<file path="src/rtl/core/msor_ram.sv">
module msor_ram #(
	parameter int WIDTH = 8,
	parameter int DEPTH = 64
) (
	input  logic                     clk,
	input  logic                     rd_en,
	input  logic [$clog2(DEPTH)-1:0] rd_addr,
	output logic [WIDTH-1:0]         rd_data,
	input  logic                     wr_en,
	input  logic [$clog2(DEPTH)-1:0] wr_addr,
	input  logic [WIDTH-1:0]         wr_data
);

	logic [WIDTH-1:0] mem [DEPTH];

	always_ff @(posedge clk) begin
		if (wr_en) begin
			mem[wr_addr] <= wr_data;
		end
	end

	always_ff @(posedge clk) begin
		if (rd_en) begin
			rd_data <= mem[rd_addr];
		end
	end

endmodule

</file>
<file path="config.mk">
export PLATFORM = sky130hd
export DESIGN_NAME = msor_ram
export DESIGN_NICKNAME = d
export VERILOG_FILES = /design/src/rtl/core/msor_ram.sv
export SDC_FILE = /design/constraint.sdc
export NUM_CORES = 1
export LEC_CHECK = 0
export ABC_AREA = 0
export BUFFER_PORTS_ARGS = -buffer_cell sky130_fd_sc_hd__buf_2
export CORE_ASPECT_RATIO = 0.8
export CORE_MARGIN = 4
export CORE_UTILIZATION = 65
export CTS_BUF_LIST = sky130_fd_sc_hd__clkbuf_4
export DETAILED_ROUTE_END_ITERATION = 16
export PLACE_DENSITY = 0.93
export SYNTH_ARGS = -nofsm -noshare
export SYNTH_HDL_FRONTEND = slang
export SYNTH_SLANG_ARGS = --single-unit
</file>
<file path="constraint.sdc">
create_clock -name clk -period 6.3 [get_ports clk]
set_clock_uncertainty 0.2 [all_clocks]
set_input_delay 1.26 -clock clk [delete_from_list [all_inputs] [get_ports clk]]
set_output_delay 1.26 -clock clk [all_outputs]
set_load 0.05 [all_outputs]
</file>
======== After elaboration in Yosys (flattened, before gate mapping) ========
Memories as Yosys holds them, arrays and structs flattened. A register that Yosys moved wholly into a read port is not among the register bits.
Index checks and enable logic that the tools add are counted.
word-level totals
  bits of input ports ..................... 23
  memories kept ........................... 1
  flip-flop bits (word level) ............. 0
  output and inout bits ................... 8
  logic and storage cells ................. 3
  memory bits (writable) .................. 512
memories
  name  words  bits a word  read ports  clocked after Yosys merged registers in  write ports  RTL line  source
  mem   64     8            1           1                                        1            14        logic [WIDTH-1:0] mem [DEPTH];
cells by class
  mux-type cells .......................... 2
operators by type and width
  cell               number
  two-way mux 1 bit  2

======== Logic depth before layout (Yosys ltp) ========
Gate-level depths: netlist (run 1).
  word-level depth ........................ 2
  mapped depth ............................ 9
  mapped depth without buffers ............ 5

======== Least setup slack after synthesis (run 1) ========
Ideal clock, no wire load.
  path kind ............................... input port to flip-flop
  start ................................... in rd_addr[1]
  end ..................................... reg rd_data[3] (read register of mem) (data pin)
  setup slack ............................. 3.034 ns
  stages .................................. 7
  library setup time ...................... 0.266 ns
  buffers on the path ..................... 3
  required time ........................... 5.834 ns
  arrival time ............................ 2.800 ns
  cell sequence ........................... buf_4 buf_2 buf_2 mux4_2 mux4_2 o21ai_1 o41ai_1
RTL lines
  what         RTL line  source
  from (decl)  7         input logic [$clog2(DEPTH)-1:0] rd_addr,
  to (decl)    8         output logic [WIDTH-1:0] rd_data,

==> results of run 1 <==
[sequential cells by signal, summed over array words and instances (netlist names)]
signal and flops:
mem 512, rd_data 8
[critical path: cells and delay by family]
family | cells | cell delay (ns)
AOI/OAI and AO/OA | 1 | 0.14
buffers and inverters | 2 | 1.32
muxes | 2 | 0.91
and+or+nand+nor | 2 | 0.18
[routing by layer]
metal / GRT usage / share of wire / vias up
met3: 0.0799 / 0.13 / 149
met1: 0.400 / 0.36 / 5235
met2: 0.394 / 0.47 / 871
met4: 0.106 / 0.035 / 2
li1: - / - / 4231
met5: 0 / 0.00020 / -
[cells by family after synthesis]
group           after synthesis
flops                       520
compound gates               54
simple gates                153
buf+inv                      51
mux                         162
[cell usage after synthesis (3+ instances only)]
master / count / area (um2)
mux2i_1: 23 / 230
nand2b_1: 7 / 43.8
o2111ai_1: 3 / 26.3
a22oi_1: 3 / 22.5
nor2b_1: 14 / 87.6
nor3_1: 7 / 35.0
mux4_2: 126 / 2840
clkbuf_1: 17 / 63.8
buf_2: 11 / 55.1
buf_4: 13 / 97.6
a221oi_1: 6 / 52.6
buf_1: 4 / 15.0
nand3b_1: 3 / 22.5
buf_6: 4 / 45.0
o2bb2ai_1: 3 / 26.3
a211oi_1: 4 / 30.0
o22ai_1: 8 / 50.1
nand2_1: 19 / 71.3
edfxtp_1: 520 / 15600
nor2_1: 83 / 312
nand3_1: 13 / 65.1
a21oi_1: 3 / 15.0
o221ai_1: 8 / 70.1
mux2_2: 13 / 146
[layout make-up]
class	instances	area, um2	area share
antenna	1	2.50	0.000113
timing repair buffer	38	236	0.0107
tap	413	517	0.0233
multi-input combinational	369	4320	0.195
clock inverter	34	186	0.00840
clock buffer	176	1320	0.0595
sequential	520	15600	0.703
[path summary, 6_finish.rpt]
kind / from / endpoint / slack [ns] / cells after the start
max: rd_addr[1] / rd_data[0] / 2.70 / 7
min: rd_en / rd_data[2] / 0.67 / 1
max reg2reg: mem[44][0] / rd_data[0] / 3.78 / 4
min reg2reg: mem[31][4] / rd_data[4] / 0.77 / 3
[power by group through the flow]
stage | logic [mW] | clock network (mW) | registers [mW]
2_1_floorplan | 0.204 | 0 | 3.93
3_3_place_gp | 0.333 | 0 | 3.92
3_5_place_dp | 0.349 | 0 | 3.93
4_1_cts | 0.351 | 2.63 | 3.85
5_1_grt | 0.373 | 2.85 | 3.85
6_report | 0.356 | 2.61 | 3.85
==> reports/results.ini, run 1 <==
[finish]
num-nets-final=1068
final_cells=1551
fin_area_um2=22200
syn_to_final_growth_pct=9.64
drive_gt1_frac=0.319
fillers=1747
most-common-layout-cells=edfxtp_1, clkbuf_4, mux4_2, nor2_1
fin_util=0.727
final_common_cell=edfxtp_1

[route]
viasPerCell=6.76
ant_nets=0
totalWireLength_um=45200
drtIter0Drc=1594
drcViolationCount=0
vias=10500
wl_per_cell_um=29.2
dr.pass1.iters=8

[sta]
rsz0062_at_grt=false
relSlewSlack=0.117
final-setup-viol-count=0
fin_ws_ns=2.70
fmax_ghz=0.278
hold_slack_ns=0.673
tightest_slew_ns=1.31
hold_viol=0
fin_crit_ns=3.60
finalCritPeriodShare=0.571
tns_ns=0
finalMaxSlewViolations=0

[cts]
clkTransAtPathRegs_ns=0.07
tritoncts=done
cts_max_level=3
cts_buffers=116
ctsHoldBuffers=0
clk-insertion-delay-late_ns=0.78
cts_resized=0
clock-sinks=520
cts_root_buffer=clkbuf_4
cts_buffer_depth=3
postCtsSetupRepairBufs=0

[worst_setup_path]
arrival_ns=3.89
slowest_stage=buf_4
max_stage_delay_ns=0.72
endpoint_kind=register
critPathKind=in -> reg
cp.required_ns=6.59
path_cells=buf_4, buf_4, mux4_2, mux4_2, nor2_1, nor3_1, o2bb2ai_1
start_kind=primary input
crit_fanout=51

[pwr]
internal_power_mw=5.32
p_switching_mw=1.50
power.share.sequential=0.565
p_comb_frac=0.052
power_mw=6.81
power.density_nw_per_um2=307
ir_worst_vdd_uv=264
p_clk_frac=0.383
switching_share=0.220
p_leak_nw=7.03

[placement]
dp_cells=1340
preCtsSetupSlack_ns=1.97
hpwlAfterDp_um=26400
placed_area_um2=20700
numPortBuffers=30
gp_congestion=0.890

[die]
rows=57
die_y_um=166
io_pins=31
chipWidth_um=205
start_util=0.663
dieArea_um2=34100
coreArea_um2=30500

[yosys]
synth_edf_count=520
synthFlopType=edfxtp_1
synth_cell_types=39
yosys_warnings=0
synth-xor-area-share=0
yosys.area_share.simple=0.0337
syn-num-nets=963
synth_fa_ha_area_frac=0
synth_top_family_by_area=multiplexers
async_reset_ff_frac=0
avgSynthCellArea_um2=21.5
synth_area_um2=20200
synth_compound_area_frac=0.0206
ys_seq_elements=520
synth_mux_area_frac=0.159
yosysSeqAreaShare=0.771
syn-instance-count=940

[run]
max_cap_viol_count=0

[hold_path]
min_path_type=in -> reg

[global_routing]
grt-ovfl-total=0
grt_pass1_vias=10700
grt_start_max_net_pins=80
grt_first_pass_wirelength_um=67600
antenna_found_initial=2
grt_usage=0.271

[run_status]
status=finished clean

No activity file was read; power rests on OpenSTA's default activity.
==> run 2: changes to the inputs <==
Clock period 6.3 ns to 3.4 ns, I/O delays scaled along.
==> run 2 against run 1 <==
Register-to-register slack worse by 2.8 ns. Via count is 3.6% higher. Setup slack worse by 1.8 ns. Flip-flop and latch count is the same. Cell count is 5.4% higher. Global-route usage increased by 1.5 points.
==> reports/results.ini, run 2 (same netlist as run 1, synthesis figures left out) <==
[worst_setup_path]
critPathKind=in -> reg
rr_endpoint=rd_data[4]
critPathMostFrequentCell=buf_12
max_stage_delay_ns=0.52
arrival_ns=2.83
reg2reg_slack_ns=0.98
cp_num_buf_inv=3
worst-path-stages=8
endpoint_kind=register
crit_family=multiplexers
startpoint=rd_addr[0]
start_kind=primary input
reg2reg_depth=5
cp.required_ns=3.72
critical_path.endpoint=rd_data[7]
slowest_stage=mux4_2
crit_fanout=32
path_cells=clkbuf_8, buf_12, buf_12, mux4_2, mux2i_1, a21oi_1, o21ai_0, nand2_1
rr_startpoint=mem[20][4]

[finish]
top_regs=mem x512, rd_data x8
fin_area_um2=22900
syn_to_final_growth_pct=13.0
top_register=mem
final_common_cell=edfxtp_1
drive_gt1_frac=0.371
largest_reg_flops=512
num-nets-final=1158
most-common-layout-cells=edfxtp_1, clkbuf_4, mux4_2, buf_4, nor2_1

[route]
wl_per_cell_um=28.6
vias=10900
drtIter0Drc=1756
ant_nets=0
viasPerCell=6.65
dr.pass1.iters=6
drcViolationCount=0
totalWireLength_um=46800

[cts]
cts_root_buffer=clkbuf_4
clock-sinks=520
cts_buffer_depth=3
cts_resized=0
cts_max_level=3
postCtsSetupRepairBufs=0
clkTransAtPathRegs_ns=0.07
clk-insertion-delay-late_ns=0.78
ctsHoldBuffers=0
cts_buffers=115
tritoncts=done

[global_routing]
grt_usage=0.285
grt-ovfl-total=0
grt_pass1_vias=11200
grt_first_pass_wirelength_um=71100
grt_start_max_net_pins=69
antenna_found_initial=2

[hold_path]
min_path_type=in -> reg
hold_path_depth=1

[pwr]
p_comb_frac=0.057
p_clk_frac=0.374
power.density_nw_per_um2=548
switching_share=0.218
p_switching_mw=2.73
power.share.sequential=0.569
power_mw=12.5
internal_power_mw=9.80
ir_worst_vdd_uv=446
p_leak_nw=7.50

[die]
io_pins=31
dieArea_um2=34100
start_util=0.663
rows=57
chipWidth_um=205
die_y_um=166
coreArea_um2=30500

[sta]
relSlewSlack=0.190
final-setup-viol-count=0
tns_ns=0
tightest_slew_ns=1.21
rsz0062_at_grt=false
fin_crit_ns=2.52
fmax_ghz=0.398
finalCritPeriodShare=0.740
hold_viol=0
finalMaxSlewViolations=0

[placement]
gp_congestion=0.914
numPortBuffers=30
hpwlAfterDp_um=29200
placed_area_um2=21400

[run_status]
status=finished clean

[run]
max_cap_viol_count=0

run 2: cell count changes in the layout (fill, tap and decap cells not counted):
cell and delta:
buf_12 +4, buf_4 +87, bufinv_16 -1, clkbuf_4 +1, clkinv_1 -8, nor3_1 +1
nor3_2 -1
run 2: how the worst min path moves through the flow:
| stage | start | endpoint |
|---|---|---|
| after floorplan | wr_data[0] | mem[0][0] |
| after global placement | mem[30][6] | rd_data[6] |
| after detailed placement | mem[31][6] | rd_data[6] |
| after CTS | rd_en | rd_data[3] |
| after global routing | rd_en | rd_data[0] |
| final | rd_en | rd_data[3] |
run 2: power by group through the flow:
stage	clock network, mW	registers [mW]	logic (mW)
4_1_cts	4.78	7.13	0.703
5_1_grt	5.15	7.13	0.746
3_3_place_gp	0	7.26	0.662
6_report	4.69	7.13	0.708
2_1_floorplan	0	7.29	0.378
3_5_place_dp	0	7.27	0.697
run 2: cell type report:
class                           count  area, um2
Sequential cell                   520      15600
Timing Repair Buffer              129        970
Antenna cell                        1       2.50
Tap cell                          413        517
Clock buffer                      177       1330
Fill cell                        1620       7650
Multi-Input combinational cell    369       4320
Clock inverter                     25        126
run 2: stage by stage:
| stage | setup slack, ns | cells | utilization | hold slack [ns] |
|---|---|---|---|---|
| CTS | 0.908 | 1633 | 0.749 | 0.0288 |
| global route | 0.788 | 1634 | 0.749 | 0.0401 |
| finish | 0.885 | 1634 | 0.749 | 0.0914 |
| global placement | 0.0979 | 1431 | 0.702 | 0.698 |
| detailed placement | 0.0945 | 1431 | 0.702 | 0.725 |
| floorplan | 0.714 | 940 | - | 0.579 |
run 2: layer usage:
layer | global-route usage | vias to the layer above | routed length, um
met5 | 0 | - | 12
met4 | 0.0990 | 2 | 1590
met3 | 0.0781 | 139 | 6120
met2 | 0.440 | 855 | 22600
met1 | 0.406 | 5468 | 16400
li1 | - | 4401 | -
